## src/dual_controller_glcd_interface_macros.svh

```systemverilog
// assertion helpers for the glcd interface block
`ifndef DUAL_CONTROLLER_GLCD_INTERFACE_MACROS_SVH
`define DUAL_CONTROLLER_GLCD_INTERFACE_MACROS_SVH

`ifndef SYNTHESIS
// same-cycle implication
`define DCGLCD_ASSERT_IMPLIES(label, cond_a, cond_b) \
   label: assert property (@(posedge clock) disable iff (reset) (cond_a) |-> (cond_b)) \
      else $error("glcd interface check failed");
// next-cycle implication
`define DCGLCD_ASSERT_NEXT(label, cond_a, cond_b) \
   label: assert property (@(posedge clock) disable iff (reset) (cond_a) |=> (cond_b)) \
      else $error("glcd interface check failed");
`else
`define DCGLCD_ASSERT_IMPLIES(label, cond_a, cond_b)
`define DCGLCD_ASSERT_NEXT(label, cond_a, cond_b)
`endif

`endif

```

## src/dcglcd_pkg.sv

```systemverilog
package dcglcd_pkg;

   // default sizes
   localparam int HALF_COLUMNS_DEF = 64;
   localparam int QUEUE_DEPTH_DEF  = 4;
   localparam int BEATS_MAX        = 4;

   // request codes
   localparam logic [2:0] REQ_DISPLAY_ON   = 3'd0;
   localparam logic [2:0] REQ_SET_LOCATION = 3'd1;
   localparam logic [2:0] REQ_WRITE_DATA   = 3'd2;
   localparam logic [2:0] REQ_WRITE_PIXEL  = 3'd3;
   localparam logic [2:0] REQ_READ_RETURN  = 3'd4;

   // error codes
   localparam logic [1:0] ERR_NONE   = 2'd0;
   localparam logic [1:0] ERR_COLUMN = 2'd1;
   localparam logic [1:0] ERR_REJECT = 2'd2;

   // controller commands
   localparam logic [7:0] CMD_DISPLAY_ON = 8'h3f;
   localparam logic [7:0] CMD_PAGE       = 8'hb8;
   localparam logic [7:0] CMD_COLUMN     = 8'h40;

   // one bus cycle
   typedef struct packed {
      logic       sel_left;
      logic       sel_right;
      logic       is_data;
      logic       is_read;
      logic [7:0] bus_byte;
      logic [1:0] error;
   } beat_type;

   // all bus cycles of one request
   typedef struct packed {
      logic [$clog2(BEATS_MAX)-1:0] last_idx;
      beat_type [BEATS_MAX-1:0]     beats;
   } entry_type;

   function automatic beat_type make_beat(input logic sl, input logic sr, input logic dat,
                                          input logic rd, input logic [7:0] bus,
                                          input logic [1:0] err);
      beat_type b;
      b.sel_left  = sl;
      b.sel_right = sr;
      b.is_data   = dat;
      b.is_read   = rd;
      b.bus_byte  = bus;
      b.error     = err;
      return b;
   endfunction

endpackage

```

## src/dcglcd_if.sv

```systemverilog
interface dcglcd_req_if;
   logic       valid;
   logic       ready;
   logic [2:0] req_type;
   logic [2:0] page;
   logic [6:0] column;
   logic [6:0] row;
   logic [7:0] data_byte;
   logic       pixel_on;

   modport source (output valid, req_type, page, column, row, data_byte, pixel_on,
                   input ready);
   modport sink (input valid, req_type, page, column, row, data_byte, pixel_on,
                 output ready);
endinterface

interface dcglcd_rsp_if;
   logic       valid;
   logic       ready;
   logic       sel_left;
   logic       sel_right;
   logic       is_data;
   logic       is_read;
   logic [7:0] bus_byte;
   logic       last_cycle;
   logic [1:0] error;

   modport source (output valid, sel_left, sel_right, is_data, is_read, bus_byte,
                   last_cycle, error, input ready);
   modport sink (input valid, sel_left, sel_right, is_data, is_read, bus_byte,
                 last_cycle, error, output ready);
endinterface

```

## src/dcglcd_front.sv

```systemverilog
module dcglcd_front
   import dcglcd_pkg::*;
#(
   parameter int HALF_COLUMNS = HALF_COLUMNS_DEF
) (
   input  logic         clock,
   input  logic         reset,
   dcglcd_req_if.sink   req_ch,
   output logic         push,
   output entry_type    push_entry,
   input  logic         queue_full
);

   localparam int CUR_W = ($clog2(2*HALF_COLUMNS+1) > 8) ? $clog2(2*HALF_COLUMNS+1) : 8;
   localparam logic [CUR_W-1:0] HALF_C = CUR_W'(HALF_COLUMNS);
   localparam logic [CUR_W-1:0] END_C  = CUR_W'(2*HALF_COLUMNS);

   typedef struct packed {
      logic     past;
      logic     two;
      beat_type first;
      beat_type second;
   } wr_type;

   logic [CUR_W-1:0] cursor_ff, cursor_in;
   logic             await_ff, await_in;
   logic [2:0]       held_page_ff, held_page_in;
   logic [2:0]       held_bit_ff, held_bit_in;
   logic [6:0]       held_column_ff, held_column_in;
   logic             held_value_ff, held_value_in;

   logic             fire;
   logic             reject;
   logic [CUR_W-1:0] col_ext;
   logic [CUR_W-1:0] held_ext;
   logic [5:0]       pix_row;
   logic             pix_left;
   logic [7:0]       held_byte;
   wr_type           wr_cur;
   wr_type           wr_held;
   entry_type        entry;

   // column command to the half that the column selects
   function automatic beat_type col_cmd(input logic [CUR_W-1:0] c);
      logic [CUR_W-1:0] off;
      off = c - HALF_C;
      if (c < HALF_C) begin
         return make_beat(1'b1, 1'b0, 1'b0, 1'b0, CMD_COLUMN | {2'b00, c[5:0]}, ERR_NONE);
      end
      return make_beat(1'b0, 1'b1, 1'b0, 1'b0, CMD_COLUMN | {2'b00, off[5:0]}, ERR_NONE);
   endfunction

   function automatic beat_type page_cmd(input logic [2:0] pg);
      return make_beat(1'b1, 1'b1, 1'b0, 1'b0, CMD_PAGE | {5'b00000, pg}, ERR_NONE);
   endfunction

   // data write at a cursor position, with column command in the right half and an error beat past the end
   function automatic wr_type data_write(input logic [CUR_W-1:0] c, input logic [7:0] b);
      wr_type w;
      w = '0;
      if (c >= END_C) begin
         w.past  = 1'b1;
         w.first = make_beat(1'b0, 1'b0, 1'b0, 1'b0, 8'h00, ERR_COLUMN);
      end else if (c < HALF_C) begin
         w.first = make_beat(1'b1, 1'b0, 1'b1, 1'b0, b, ERR_NONE);
      end else begin
         w.two    = 1'b1;
         w.first  = col_cmd(c);
         w.second = make_beat(1'b0, 1'b1, 1'b1, 1'b0, b, ERR_NONE);
      end
      return w;
   endfunction

   // handshake and classification
   assign req_ch.ready = !queue_full;
   assign fire         = req_ch.valid && !queue_full;
   assign reject       = (req_ch.req_type > REQ_READ_RETURN) ||
                         (await_ff != (req_ch.req_type == REQ_READ_RETURN));

   assign col_ext  = CUR_W'(req_ch.column);
   assign held_ext = CUR_W'(held_column_ff);
   assign pix_row  = req_ch.row[5:0] - 6'd1;
   assign pix_left = col_ext < HALF_C;

   // read-modify-write byte
   always_comb begin
      held_byte = req_ch.data_byte;
      held_byte[held_bit_ff] = held_value_ff;
   end

   assign wr_cur  = data_write(cursor_ff, req_ch.data_byte);
   assign wr_held = data_write(held_ext, held_byte);

   // beat list and next state
   always_comb begin
      entry          = '0;
      cursor_in      = cursor_ff;
      await_in       = await_ff;
      held_page_in   = held_page_ff;
      held_bit_in    = held_bit_ff;
      held_column_in = held_column_ff;
      held_value_in  = held_value_ff;
      entry.beats[0] = make_beat(1'b0, 1'b0, 1'b0, 1'b0, 8'h00, ERR_REJECT);
      if (!reject) begin
         unique case (req_ch.req_type)
            REQ_DISPLAY_ON: begin
               entry.beats[0] = make_beat(1'b1, 1'b1, 1'b0, 1'b0, CMD_DISPLAY_ON, ERR_NONE);
            end
            REQ_SET_LOCATION: begin
               entry.beats[0] = page_cmd(req_ch.page);
               entry.beats[1] = col_cmd(col_ext);
               entry.last_idx = 2'd1;
               cursor_in      = col_ext;
            end
            REQ_WRITE_DATA: begin
               entry.beats[0] = wr_cur.first;
               entry.beats[1] = wr_cur.second;
               entry.last_idx = {1'b0, wr_cur.two};
               if (!wr_cur.past) begin
                  cursor_in = cursor_ff + 1'b1;
               end
            end
            REQ_WRITE_PIXEL: begin
               entry.beats[0] = page_cmd(pix_row[5:3]);
               entry.beats[1] = col_cmd(col_ext);
               entry.beats[2] = make_beat(pix_left, !pix_left, 1'b1, 1'b1, 8'h00, ERR_NONE);
               entry.beats[3] = make_beat(pix_left, !pix_left, 1'b1, 1'b1, 8'h00, ERR_NONE);
               entry.last_idx = 2'd3;
               cursor_in      = col_ext;
               await_in       = 1'b1;
               held_page_in   = pix_row[5:3];
               held_bit_in    = pix_row[2:0];
               held_column_in = req_ch.column;
               held_value_in  = req_ch.pixel_on;
            end
            REQ_READ_RETURN: begin
               entry.beats[0] = page_cmd(held_page_ff);
               entry.beats[1] = col_cmd(held_ext);
               entry.beats[2] = wr_held.first;
               entry.beats[3] = wr_held.second;
               entry.last_idx = wr_held.two ? 2'd3 : 2'd2;
               await_in       = 1'b0;
               cursor_in      = wr_held.past ? held_ext : held_ext + 1'b1;
            end
            default: begin
               entry.last_idx = 2'd0;
            end
         endcase
      end
   end

   assign push       = fire;
   assign push_entry = entry;

   // state registers
   always_ff @(posedge clock) begin
      if (reset) begin
         cursor_ff      <= '0;
         await_ff       <= 1'b0;
         held_page_ff   <= '0;
         held_bit_ff    <= '0;
         held_column_ff <= '0;
         held_value_ff  <= 1'b0;
      end else if (fire) begin
         cursor_ff      <= cursor_in;
         await_ff       <= await_in;
         held_page_ff   <= held_page_in;
         held_bit_ff    <= held_bit_in;
         held_column_ff <= held_column_in;
         held_value_ff  <= held_value_in;
      end
   end

endmodule

```

## src/dcglcd_queue.sv

```systemverilog
module dcglcd_queue
   import dcglcd_pkg::*;
#(
   parameter int QUEUE_DEPTH = QUEUE_DEPTH_DEF
) (
   input  logic      clock,
   input  logic      reset,
   input  logic      push,
   input  entry_type push_entry,
   output logic      full,
   input  logic      pop,
   output logic      head_valid,
   output entry_type head_entry
);

   localparam int PTR_W = (QUEUE_DEPTH > 1) ? $clog2(QUEUE_DEPTH) : 1;
   localparam int CNT_W = $clog2(QUEUE_DEPTH+1);
   localparam logic [PTR_W-1:0] LAST_PTR = PTR_W'(QUEUE_DEPTH-1);
   localparam logic [CNT_W-1:0] DEPTH_C  = CNT_W'(QUEUE_DEPTH);

   entry_type        slot_ff [QUEUE_DEPTH];
   logic [PTR_W-1:0] wr_ptr_ff, wr_ptr_in;
   logic [PTR_W-1:0] rd_ptr_ff, rd_ptr_in;
   logic [CNT_W-1:0] count_ff, count_in;
   logic             do_push;
   logic             do_pop;

   assign full       = count_ff == DEPTH_C;
   assign head_valid = count_ff != '0;
   assign head_entry = slot_ff[rd_ptr_ff];
   assign do_push    = push && !full;
   assign do_pop     = pop && head_valid;

   // pointer and fill count update
   always_comb begin
      wr_ptr_in = wr_ptr_ff;
      rd_ptr_in = rd_ptr_ff;
      count_in  = count_ff;
      if (do_push) begin
         wr_ptr_in = (wr_ptr_ff == LAST_PTR) ? '0 : wr_ptr_ff + 1'b1;
      end
      if (do_pop) begin
         rd_ptr_in = (rd_ptr_ff == LAST_PTR) ? '0 : rd_ptr_ff + 1'b1;
      end
      case ({do_push, do_pop})
         2'b10:   count_in = count_ff + 1'b1;
         2'b01:   count_in = count_ff - 1'b1;
         default: count_in = count_ff;
      endcase
   end

   always_ff @(posedge clock) begin
      if (reset) begin
         wr_ptr_ff <= '0;
         rd_ptr_ff <= '0;
         count_ff  <= '0;
      end else begin
         wr_ptr_ff <= wr_ptr_in;
         rd_ptr_ff <= rd_ptr_in;
         count_ff  <= count_in;
      end
   end

   // entry storage
   always_ff @(posedge clock) begin
      if (do_push) begin
         slot_ff[wr_ptr_ff] <= push_entry;
      end
   end

endmodule

```

## src/dcglcd_back.sv

```systemverilog
module dcglcd_back
   import dcglcd_pkg::*;
(
   input  logic         clock,
   input  logic         reset,
   input  logic         head_valid,
   input  entry_type    head_entry,
   output logic         pop,
   dcglcd_rsp_if.source rsp_ch
);

   localparam int IDX_W = $clog2(BEATS_MAX);

   logic [IDX_W-1:0] idx_ff, idx_in;
   logic             out_valid_ff, out_valid_in;
   beat_type         beat_ff;
   logic             last_ff;
   logic             load;
   logic             at_last;

   // load the output register when it is empty or being taken
   assign load    = head_valid && (!out_valid_ff || rsp_ch.ready);
   assign at_last = idx_ff == head_entry.last_idx;
   assign pop     = load && at_last;

   always_comb begin
      idx_in       = idx_ff;
      out_valid_in = out_valid_ff && !rsp_ch.ready;
      if (load) begin
         out_valid_in = 1'b1;
         idx_in       = at_last ? '0 : idx_ff + 1'b1;
      end
   end

   always_ff @(posedge clock) begin
      if (reset) begin
         idx_ff       <= '0;
         out_valid_ff <= 1'b0;
      end else begin
         idx_ff       <= idx_in;
         out_valid_ff <= out_valid_in;
      end
   end

   // output beat register
   always_ff @(posedge clock) begin
      if (load) begin
         beat_ff <= head_entry.beats[idx_ff];
         last_ff <= at_last;
      end
   end

   assign rsp_ch.valid      = out_valid_ff;
   assign rsp_ch.sel_left   = beat_ff.sel_left;
   assign rsp_ch.sel_right  = beat_ff.sel_right;
   assign rsp_ch.is_data    = beat_ff.is_data;
   assign rsp_ch.is_read    = beat_ff.is_read;
   assign rsp_ch.bus_byte   = beat_ff.bus_byte;
   assign rsp_ch.last_cycle = last_ff;
   assign rsp_ch.error      = beat_ff.error;

endmodule

```

## src/dual_controller_glcd_interface.sv

```systemverilog
// Host-side sequencer for a 128x64 graphic LCD built from two column controllers.
// req_ch takes one request per beat (display on, set location, write data,
// write pixel, read return); rsp_ch gives one LCD bus cycle per beat: chip selects,
// command or data, read or write, the byte driven, a last-cycle mark and an error code.
// A request turns into one to four bus cycles; a rejected request or a data write
// past the last column gives a single cycle with both selects low and an error code.
// A write pixel ends with its real read; the host then sends a read return with
// the byte read back, and the block writes the modified byte at the same spot.
// With nothing queued ahead and the output register free, the first bus cycle of a
// request is valid once the queue slot and then the output register have taken it;
// bus cycles of requests queued ahead go out first. The output gives one bus cycle
// per clock while the receiver takes them and the queue holds entries; the front
// takes a request per cycle while the request queue (QUEUE_DEPTH entries) has room,
// and decodes it in that same cycle. When the receiver stalls, the output beat
// holds and the queue fills; req_ch.ready drops once the queue is full. Reset
// clears the cursor, the pending pixel and the queue; no bus cycle is shown until
// a request arrives.
`include "dual_controller_glcd_interface_macros.svh"

module dual_controller_glcd_interface
   import dcglcd_pkg::*;
#(
   parameter int HALF_COLUMNS = HALF_COLUMNS_DEF,
   parameter int QUEUE_DEPTH  = QUEUE_DEPTH_DEF
) (
   input  logic         clock,
   input  logic         reset,
   dcglcd_req_if.sink   req_ch,
   dcglcd_rsp_if.source rsp_ch
);

   logic      push;
   entry_type push_entry;
   logic      queue_full;
   logic      pop;
   logic      head_valid;
   entry_type head_entry;

   // decode requests into bus cycle lists
   dcglcd_front #(
      .HALF_COLUMNS(HALF_COLUMNS)
   ) u_front (
      .clock      (clock),
      .reset      (reset),
      .req_ch     (req_ch),
      .push       (push),
      .push_entry (push_entry),
      .queue_full (queue_full)
   );

   // request queue between decode and bus side
   dcglcd_queue #(
      .QUEUE_DEPTH(QUEUE_DEPTH)
   ) u_queue (
      .clock      (clock),
      .reset      (reset),
      .push       (push),
      .push_entry (push_entry),
      .full       (queue_full),
      .pop        (pop),
      .head_valid (head_valid),
      .head_entry (head_entry)
   );

   // play out bus cycles one per beat
   dcglcd_back u_back (
      .clock      (clock),
      .reset      (reset),
      .head_valid (head_valid),
      .head_entry (head_entry),
      .pop        (pop),
      .rsp_ch     (rsp_ch)
   );

   // error cycles stand alone and select no controller
   `DCGLCD_ASSERT_IMPLIES(a_err_alone, rsp_ch.valid && (rsp_ch.error != ERR_NONE), rsp_ch.last_cycle && !rsp_ch.sel_left && !rsp_ch.sel_right)
   // read cycles are data reads with an idle bus byte
   `DCGLCD_ASSERT_IMPLIES(a_read_shape, rsp_ch.valid && rsp_ch.is_read, rsp_ch.is_data && (rsp_ch.bus_byte == 8'h00) && (rsp_ch.error == ERR_NONE))
   // the rest of a request follows right after a taken beat
   `DCGLCD_ASSERT_NEXT(a_no_gap, rsp_ch.valid && rsp_ch.ready && !rsp_ch.last_cycle, rsp_ch.valid)

endmodule

```

## src/flat_wrapper.sv

```systemverilog
// flat-port wrapper written by rule: the top's interface ports become plain ports
module dual_controller_glcd_interface_flat import dcglcd_pkg::*;
#(
   parameter int HALF_COLUMNS = HALF_COLUMNS_DEF,
   parameter int QUEUE_DEPTH  = QUEUE_DEPTH_DEF
)
  (clock, reset, req_ch_valid, req_ch_req_type, req_ch_page, req_ch_column, req_ch_row, req_ch_data_byte, req_ch_pixel_on, req_ch_ready, rsp_ch_valid, rsp_ch_sel_left, rsp_ch_sel_right, rsp_ch_is_data, rsp_ch_is_read, rsp_ch_bus_byte, rsp_ch_last_cycle, rsp_ch_error, rsp_ch_ready);
  dcglcd_req_if req_ch_i ();
  dcglcd_rsp_if rsp_ch_i ();
  input  logic clock;
  input  logic reset;
  input wire logic [$bits(req_ch_i.valid)-1:0] req_ch_valid;
  input wire logic [$bits(req_ch_i.req_type)-1:0] req_ch_req_type;
  input wire logic [$bits(req_ch_i.page)-1:0] req_ch_page;
  input wire logic [$bits(req_ch_i.column)-1:0] req_ch_column;
  input wire logic [$bits(req_ch_i.row)-1:0] req_ch_row;
  input wire logic [$bits(req_ch_i.data_byte)-1:0] req_ch_data_byte;
  input wire logic [$bits(req_ch_i.pixel_on)-1:0] req_ch_pixel_on;
  output wire logic [$bits(req_ch_i.ready)-1:0] req_ch_ready;
  output wire logic [$bits(rsp_ch_i.valid)-1:0] rsp_ch_valid;
  output wire logic [$bits(rsp_ch_i.sel_left)-1:0] rsp_ch_sel_left;
  output wire logic [$bits(rsp_ch_i.sel_right)-1:0] rsp_ch_sel_right;
  output wire logic [$bits(rsp_ch_i.is_data)-1:0] rsp_ch_is_data;
  output wire logic [$bits(rsp_ch_i.is_read)-1:0] rsp_ch_is_read;
  output wire logic [$bits(rsp_ch_i.bus_byte)-1:0] rsp_ch_bus_byte;
  output wire logic [$bits(rsp_ch_i.last_cycle)-1:0] rsp_ch_last_cycle;
  output wire logic [$bits(rsp_ch_i.error)-1:0] rsp_ch_error;
  input wire logic [$bits(rsp_ch_i.ready)-1:0] rsp_ch_ready;
  assign req_ch_i.valid = req_ch_valid;
  assign req_ch_i.req_type = req_ch_req_type;
  assign req_ch_i.page = req_ch_page;
  assign req_ch_i.column = req_ch_column;
  assign req_ch_i.row = req_ch_row;
  assign req_ch_i.data_byte = req_ch_data_byte;
  assign req_ch_i.pixel_on = req_ch_pixel_on;
  assign req_ch_ready = req_ch_i.ready;
  assign rsp_ch_valid = rsp_ch_i.valid;
  assign rsp_ch_sel_left = rsp_ch_i.sel_left;
  assign rsp_ch_sel_right = rsp_ch_i.sel_right;
  assign rsp_ch_is_data = rsp_ch_i.is_data;
  assign rsp_ch_is_read = rsp_ch_i.is_read;
  assign rsp_ch_bus_byte = rsp_ch_i.bus_byte;
  assign rsp_ch_last_cycle = rsp_ch_i.last_cycle;
  assign rsp_ch_error = rsp_ch_i.error;
  assign rsp_ch_i.ready = rsp_ch_ready;
  dual_controller_glcd_interface #(.HALF_COLUMNS(HALF_COLUMNS), .QUEUE_DEPTH(QUEUE_DEPTH)) u_core (.clock(clock), .reset(reset), .req_ch(req_ch_i), .rsp_ch(rsp_ch_i));
endmodule
```

## config.mk

```make
export PLATFORM = sky130hd
export DESIGN_NAME = dual_controller_glcd_interface_flat
export DESIGN_NICKNAME = d
export VERILOG_FILES = /design/src/dcglcd_pkg.sv /design/src/dcglcd_if.sv /design/src/dcglcd_front.sv /design/src/dcglcd_queue.sv /design/src/dcglcd_back.sv /design/src/dual_controller_glcd_interface.sv /design/src/flat_wrapper.sv
export VERILOG_INCLUDE_DIRS = /design/src /design/src/src
export SDC_FILE = /design/constraint.sdc
export NUM_CORES = 1
export LEC_CHECK = 0
export BUFFER_PORTS_ARGS = -buffer_cell sky130_fd_sc_hd__buf_2
export CAP_MARGIN = 20
export CORE_MARGIN = 2
export CORE_UTILIZATION = 25
export DETAILED_ROUTE_END_ITERATION = 12
export GPL_TIMING_DRIVEN = 0
export PLACE_DENSITY = 0.38
export SETUP_SLACK_MARGIN = 0.02
export SLEW_MARGIN = 10
export SYNTH_ARGS = -nofsm -noshare
export SYNTH_HDL_FRONTEND = slang
export SYNTH_SLANG_ARGS = --single-unit
```

## constraint.sdc

```tcl
create_clock -name clock -period 3.2 [get_ports clock]
set_clock_uncertainty 0.2 [all_clocks]
set_input_delay 0.32 -clock clock [delete_from_list [all_inputs] [get_ports clock]]
set_output_delay 0.32 -clock clock [all_outputs]
set_load 0.005 [all_outputs]
```

Word-level counts from Yosys, hierarchy flattened
Memory sizes are Yosys's and may differ from the RTL's. A register that Yosys moved wholly into a read port is not among the register bits.
Cells that the tools add are included.
{"block": "totals", "reg_bits": 48, "latchBits": 0, "mem_bits_rw": 232, "romBits": 0, "inputBits": 33, "out_inout_bits": 17, "wordCells": 131, "n_memories": 1}
{"block": "classes", "add_sub_neg": 11, "multipliers": 0, "div": 0, "order_cmp": 9, "n_eq_ne": 12, "shifts": 0, "n_mux": 57, "n_bitwise": 1, "reduce_logical": 22}
{"memory": "u_core.u_queue.slot_ff", "words": 4, "word_bits": 58, "read_ports": 1, "rd_clocked_by_memory_dff": 1, "wr": 1, "line_no": "dcglcd_queue.sv:21", "rtl": "entry_type slot_ff [QUEUE_DEPTH];"}
{"operator": "$mux W14", "n": 14}
{"operator": "$pmux W14 S5", "n": 1}
{"operator": "$mux W58", "n": 1}
{"operator": "$pmux W14 S4", "n": 1}
{"operator": "$pmux W28 S2", "n": 1}
{"operator": "$bmux W14 S2", "n": 1}
{"operator": "$mux W13", "n": 2}
{"operator": "$pmux W8 S3", "n": 1}
{"operator": "$sub A6 B1 Y6 const B", "n": 4}
{"operator": "$mux W1", "n": 23}
{"operator": "$mux W8", "n": 2}
{"operator": "$lt A7 B7 Y1 const B", "n": 2}
{"operator": "$mux W2", "n": 5}
{"operator": "$add A7 B1 Y8 const B", "n": 1}
{"operator": "$add A8 B1 Y8 const B", "n": 1}
{"operator": "$bwmux W8", "n": 1}
{"operator": "$ge A7 B8 Y1 const B", "n": 1}
{"operator": "$ge A8 B8 Y1 const B", "n": 1}
{"operator": "$lt A8 B7 Y1 const B", "n": 1}
{"operator": "$pmux W2 S4", "n": 1}
{"operator": "$logic_and A1 B1 Y1", "n": 7}
{"operator": "$add A2 B1 Y2 const B", "n": 3}
{"operator": "$eq A2 B2 Y1 const B", "n": 3}
{"operator": "$eq A3 B2 Y1 const B", "n": 2}
{"operator": "24 further kinds", "n": 32}

Depth between registers and ports, before layout
Gate-level depths: netlist of the first run.
{"block": "logic_depth", "word_depth": 9, "depth_mapped": 11}

Modules after synthesis
A second synthesis of the first run with hierarchy kept.
{"block": "unflattened", "hier_cells": 736, "hier_area_um2": 12112.9}
{"module": "dcglcd_queue", "instances": 1, "cells_each": 357, "area_each_um2": 8891.0}
{"module": "dcglcd_front", "instances": 1, "cells_each": 324, "area_each_um2": 2204.6}
{"module": "dcglcd_back", "instances": 1, "cells_each": 55, "area_each_um2": 1017.2}

Worst setup path before layout of the first run
Ideal clock, no wire load.
{"block": "synth_path", "kind": "register to register", "start": "reg u_core.u_queue.count_ff[0]", "end": "reg u_core.u_queue.count_ff[2]", "setup_time_ns": 0.070, "arrival_time_ns": 2.385, "slack_ns": 0.544, "stages_incl_launch_ff": 11, "period_less_slack_ns": 2.656, "cell_sequence": "dfxtp_1 -> nor3_1 -> a21o_1 -> inv_1 -> a31o_2 -> ha_1 -> inv_1 -> fa_1 -> xor2_1 -> or3_1 -> a21oi_1"}
{"block": "synth_via", "elab_chain_len": 6, "word_cells_on_any_way": 14}
{"item": "start: declaration", "line_no": "dcglcd_queue.sv:24", "rtl": "logic [CNT_W-1:0] count_ff, count_in;"}
{"item": "start signal: assignment", "line_no": "dcglcd_queue.sv:60", "rtl": "count_ff <= count_in;"}
{"item": "$eq A3 B3 Y1 or $reduce_bool A3 Y1 (tied branches)", "line_no": "dcglcd_queue.sv:28, dcglcd_queue.sv:29"}
{"item": "$logic_not A1 Y1 or $logic_and A1 B1 Y1 (tied branches)", "line_no": "dcglcd_front.sv:76, dcglcd_queue.sv:31, dcglcd_back.sv:22"}
{"item": "$logic_and A1 B1 Y1, on equally long branches", "line_no": "dcglcd_front.sv:76, dcglcd_back.sv:24"}
{"item": "$logic_and A1 B1 Y1, on equally long branches", "line_no": "dcglcd_queue.sv:31, dcglcd_queue.sv:32"}
{"item": "$eq A2 B1 Y1 or $eq A2 B2 Y1 (tied branches)", "line_no": "dcglcd_queue.sv:45", "rtl": "case ({do_push, do_pop})"}
{"item": "$pmux W3 S2 or $reduce_bool A2 Y1 (tied branches)"}
Parallel ways exist; a longest one is shown, timed or not.
A chain may end at the register's enable or synchronous reset.

==> impl_metrics.ini, run 1 <==
[synth]
synth_edf_count = 207
syn_nets = 714
yosysWarnings = 0
ys_seq_area_share_pct = 66.2
ys_ff_latch = 242
netlist_instances = 669
synth_cell_types = 61
synth_area_per_cell_um2 = 15.6
synthesis.area_mm2 = 0.0104
synth_flop_cell = edfxtp_1
synthArstFlopShare_pct = 0

[clocking]
path_clk_slew_ns = 0.06
cts_htree_levels = 1
clk_latency_ns = 0.53
cts_tree = built
root_buffer = clkbuf_16
clockBufferDepth = 3
cts_buffers = 26
cts.sinks = 242

[die]
die_width_um = 208
core_mm2 = 0.0410
initial_utilization_pct = 25.5
placementRows = 74
die_area_mm2 = 0.0434
ioPinCount = 50
die_h_um = 208

[timing]
rsz0062_at_grt = no
period_share_pct = 90.9
finalSetupTns_ns = 0
slew_violations = 0
setup_viol = 0
hold_violations = 0
max-slew-margin-rel_pct = 27.3
fmax_ghz = 0.344
fin_crit_ns = 2.91
setup_ws_ns = 0.292
worst_pin_slew_ns = 1.07

[detailed_routing]
vias = 6203
drc_errors = 0
wl_per_cell_um = 22.6
wirelength_um = 29800
dr.pass1.iters = 5
drt.antenna.violating_nets = 0
via_per_inst = 4.71
drt_iter0_drc = 484

[setup_path]
r2r_setup_slack_ns = 0.29
crit_slowest_cell = fa_1
cpPeakStageDelay_ns = 0.38
reg2reg_depth = 11
crit_family = simple AND/OR/NAND/NOR gates
path_cells = buf_6 -> buf_6 -> buf_4 -> nor4_1 -> a31o_2 -> ha_1 -> inv_1 -> fa_1 -> xor2_1 -> or3_1 -> a21oi_1
crit_path_end = u_core.u_queue.count_ff[2]
cp_common_cell = buf_6
worstPathArrival_ns = 3.15
crit_type = flop to flop
end_kind = flop
r2r-end = u_core.u_queue.count_ff[2]
start_kind = flop
critPathMaxFanout = 10
crit_required_ns = 3.45
worst-path-stages = 11
path_buf_inv = 4

[grt]
grt_antenna_before_repair = 0
grt_usage_pct = 13.9
grt_pass1_vias = 6683
grt.overflow.total = 0
grt_pass1_wl_um = 44200
grt_max_degree = 39

[placement]
placed_cells = 1253
pre_cts_ws_ns = -0.225
hpwl_um = 19700
io_buffers = 47
gp_congestion = 0.808

[finish]
multiInputGateArea_mm2 = 0.00325
area_growth_pct = 19.4
drive_gt1_share_pct = 25.2
regArea_mm2 = 0.00692
fin_nets = 811
n_fill_cell = 4099
diodes = 0
stdcell_count = 1318

[min_path]
min_path_type = primary input to flop

[power]
vdd_drop_max_mv = 0.309
p_comb_share_pct = 24.2
powerDensity_mw_per_mm2 = 734
pwr-share-clk_pct = 32.0
seqPwrFrac_pct = 43.7
leakagePower_nw = 4.03
switching_power_w = 0.00254
swShare_pct = 27.7
p_int_w = 0.00662

[run_status]
status = finished, final reports clean

[job]
maxCapViolCount = 0
-- worst min path at each step --
stage	startpoint	to	cells after the start
after floorplan	req_ch_row[0]	u_core.u_front.held_bit_ff[0]	1
after global placement	u_core.u_front.held_page_ff[2]	u_core.u_front.held_page_ff[2]	2
after detailed placement	u_core.u_front.held_page_ff[2]	u_core.u_front.held_page_ff[2]	2
after CTS	req_ch_valid	u_core.u_queue.wr_ptr_ff[1]	4
after global routing	req_ch_valid	u_core.u_queue.wr_ptr_ff[1]	4
final	req_ch_data_byte[7]	u_core.u_queue.slot_ff[2][23]	2
-- cell type report --
type	instances	area share, %
clock buffers	31	5.62
inverters	20	0.672
well taps	532	5.34
clock inverters	17	1.08
repair buffers	69	4.00
plain buffers	39	1.73
flip-flops and latches	242	55.5
multi-input cells	368	26.1
-- power by group through the flow --
stage                     Sequential (W)  Clock, W  Combinational (W)
after CTS                        0.00401   0.00303            0.00231
after global routing             0.00404   0.00314            0.00245
after global placement           0.00408         0            0.00219
after detailed placement         0.00408         0            0.00227
final                            0.00400   0.00293            0.00222
after floorplan                  0.00406         0            0.00143
-- synthesized netlist by cell type (7+ instances only) --
master	number	area, um2
xnor2_1	11	96.3
and3_1	7	43.8
mux4_2	56	1260
edfxtp_1	207	6220
mux2i_1	16	160
inv_1	19	71.3
a21oi_1	33	165
clkbuf_1	15	56.3
o21ai_0	11	55.1
nor3_1	11	55.1
nor2_1	56	210
buf_2	13	65.1
a31oi_1	7	43.8
nand3_1	13	65.1
nand2_1	44	165
ha_1	11	138
dfxtp_1	35	701
-- layout by cell type, fill, tap and decap left out, types with 7 or more instances in the layout --
| cell | count |
|---|---|
| inv_1 | 18 |
| edfxtp_1 | 207 |
| clkbuf_1 | 18 |
| nand2_1 | 44 |
| xnor2_1 | 11 |
| nor2_1 | 56 |
| dfxtp_1 | 35 |
| mux4_2 | 56 |
| ha_1 | 11 |
| nor3_1 | 11 |
| a21oi_1 | 33 |
| a31oi_1 | 7 |
| o21ai_0 | 11 |
| dlygate4sd3_1 | 15 |
| clkinv_2 | 12 |
| clkbuf_16 | 27 |
| mux2i_1 | 16 |
| buf_2 | 60 |
| nand3_1 | 13 |
-- flip-flops by register name (all words and copies together), names as in the netlist, 2 cells and up, named ones only --
signal and cells:
u_core.u_back.rsp_ch.bus_byte 8, u_core.u_queue.count_ff 3, u_core.u_front.cursor_ff 8, u_core.u_back.rsp_ch.error 2, u_core.u_front.held_page_ff 3, u_core.u_front.held_bit_ff 3, u_core.u_front.held_column_ff 7, u_core.u_queue.slot_ff 192
u_core.u_queue.rd_ptr_ff 2, u_core.u_back.idx_ff 2, u_core.u_queue.wr_ptr_ff 2
-- timing repair --
item | 4_1_cts | 5_1_grt
hold buffers | 15 | 0
resized for setup | 1 | 0
endpoints found under the hold margin | 16 | 0
buffers inserted | 1 | 0
setup endpoints to repair | 1 | 0
-- worst reg2reg max path: cells and delay by family, from the launching register on --
kind / cells / cell delay, ns
AND/OR/NAND/NOR: 2 / 0.60
adder cells (fa/ha/maj): 2 / 0.59
buffers and inverters: 4 / 0.58
AO/OA/AOI/OAI: 2 / 0.37
flip-flops: 1 / 0.31
XOR/XNOR: 1 / 0.17
-- per-layer routing --
metal / up-vias / track usage, % / part of all wire (%)
li1: 2791 / - / -
met1: 3230 / 18.4 / 45
met2: 142 / 23.5 / 49
met3: 40 / 2.29 / 4.6
met4: 0 / 3.75 / 2.1
met5: - / 0 / 0
-- through the flow --
stage / util, % / power, W / instance area, um2 / hold slack, ns
3_3_place_gp: 27.7 / 0.00627 / 11300 / 0.241
3_5_place_dp: 27.9 / 0.00634 / 11500 / 0.257
6_report: 30.4 / 0.00915 / 12500 / 0.0547
2_1_floorplan: - / 0.00549 / 10400 / 0.216
5_1_grt: 30.4 / 0.00963 / 12500 / 0.0570
4_1_cts: 30.4 / 0.00934 / 12500 / 0.0347
-- logic make-up (layout without fill, tap and decap cells) --
| logic type | Yosys count | count (layout) | share of synthesized area [%] |
|---|---|---|---|
| flip-flops | 242 | 242 | 66.2 |
| AND/OR/NAND/NOR | 173 | 173 | 8.18 |
| AO/OA/AOI/OAI | 89 | 89 | 5.70 |
| multiplexers | 77 | 77 | 14.1 |
| buffers and inverters | 59 | 176 | 2.83 |
| XOR/XNOR | 17 | 17 | 1.43 |
| adder cells (fa/ha/maj) | 12 | 12 | 1.51 |
Power figures use the tool's default switching activity.
==> run 2: changes to the inputs <==
clock period = 2.7 ns   (was 3.2 ns; I/O delays follow)
==> run 2 against run 1 <==
Against the previous run: clock power increased by 19%; sequential cell count unchanged; register-to-register slack got worse by 0.21 ns; worst hold slack improved by 0.012 ns; largest cell class unchanged; largest power group unchanged; highest routed layer unchanged.
==> impl_metrics.ini, run 2 (synthesis results as in run 1) <==
[clocking]
path_clk_slew_ns = 0.06
clockBufferDepth = 3
cts_buffers = 26
clk_latency_ns = 0.53
cts.sinks = 242
cts_htree_levels = 1
cts_tree = built
root_buffer = clkbuf_16

[placement]
gp_congestion = 0.808
hpwl_um = 19700
io_buffers = 47

[timing]
rsz0062_at_grt = yes
fin_crit_ns = 2.62
max-slew-margin-rel_pct = 26.1
fmax_ghz = 0.381
slew_violations = 0
period_share_pct = 97.1
worst_pin_slew_ns = 1.09
hold_violations = 0
finalSetupTns_ns = 0
setup_viol = 0

[finish]
largest-register = u_core.u_queue.slot_ff
largest_reg_flops = 192
drive_gt1_share_pct = 26.7
final_cell_mix = edfxtp_1, buf_2, mux4_2, nor2_1, nand2_1
area_growth_pct = 20.4
diodes = 0
layout_commonest_cell = edfxtp_1
fin_nets = 814

[setup_path]
crit_required_ns = 2.95
path_buf_inv = 2
path_cells = buf_6 -> mux2i_4 -> xnor2_2 -> nor4_2 -> a31o_2 -> ha_4 -> inv_1 -> fa_2 -> xor2_1 -> or3_1 -> a21oi_2
critPathMaxFanout = 5
cpPeakStageDelay_ns = 0.33
crit_slowest_cell = fa_2
start_kind = flop
worstPathArrival_ns = 2.88
end_kind = flop
crit_type = flop to flop
crit_family = simple AND/OR/NAND/NOR gates

[grt]
grt_antenna_before_repair = 0
grt_usage_pct = 13.9
grt_pass1_wl_um = 44400
grt_use_met2_pct = 23.9
grt.overflow.total = 0
grt_pass1_vias = 6721
grt_use_met3_pct = 2.25
grt.busiest_layer = met2
grt_max_degree = 39
globalRouteMet1Util_pct = 18.3

[die]
die_h_um = 208
ioPinCount = 50
initial_utilization_pct = 25.5
die_area_mm2 = 0.0434
core_mm2 = 0.0410
placementRows = 74
die_width_um = 208

[detailed_routing]
drt_iter0_drc = 540
via_per_inst = 4.70
drc_errors = 0
vias = 6206
drt.antenna.violating_nets = 0
dr.pass1.iters = 5
wl_per_cell_um = 22.7
wirelength_um = 29900

[power]
total_power_w = 0.0109
vdd_drop_max_mv = 0.372
powerDensity_mw_per_mm2 = 869
leakagePower_nw = 4.06

[job]
maxCapViolCount = 0

[min_path]
hold_start = req_ch_data_byte[6]
min_path_type = primary input to flop

[run_status]
status = finished, final reports clean
[run 2: area by class of cell]
type / instances / area [um2]
buffer: 37 / 208
clock buffer: 31 / 701
clock inverter: 17 / 135
fill: 4098 / 28400
inverter: 20 / 83.8
multi-input combinational: 368 / 3320
sequential: 242 / 6920
tap: 532 / 666
timing repair buffer: 74 / 544
[run 2: metal layers]
layer | wire (um) | vias up
met2 | 14800 | 163
met4 | 524 | 0
li1 | - | 2797
met1 | 13100 | 3212
met5 | 0 | -
met3 | 1500 | 34
[run 2: final timing paths]
check             slack, ns  cells after the start                              to
setup / recovery       0.08                     11      u_core.u_queue.count_ff[2]
hold / removal         0.07                      3    u_core.u_queue.slot_ff[3][8]
setup reg to reg       0.08                     11      u_core.u_queue.count_ff[2]
hold reg to reg        0.27                      2  u_core.u_front.held_page_ff[2]
[run 2: through the flow]
stage          utilization (%)  cell area, um2  hold WS [ns]  setup WS, ns  instances
6_report                  30.7           12600        0.0672        0.0774       1321
5_1_grt                   30.7           12600         0.114       -0.0629       1321
4_1_cts                   30.5           12500        0.0331        0.0287       1320
3_5_place_dp              27.9           11500         0.257        -0.718       1253
3_3_place_gp              27.7           11300         0.241        -0.934       1248
2_1_floorplan                -           10400         0.166        0.0443        669
[run 2: tightest hold or removal path: cells and delay by family]
| kind | cells | cell delay [ns] |
|---|---|---|
| and+or+nand+nor | 2 | 0.19 |
| buffers and inverters | 1 | 0.14 |
[run 2: power by group]
| group | switching [W] | total, W | internal (W) | leakage (nW) |
|---|---|---|---|---|
| Combinational | 0.00144 | 0.00269 | 0.00125 | 1.48 |
| Sequential | 0.000157 | 0.00476 | 0.00460 | 2.16 |
| Clock | 0.00144 | 0.00348 | 0.00204 | 0.422 |
[run 2: what timing repair did]
item                                    CTS  global route
setup buffers                             3             0
hold buffers                             18             0
hold endpoints to repair                 28             0
pin swaps                                 3             1
gates resized for setup                   6            11
endpoints found under the setup margin    3            10
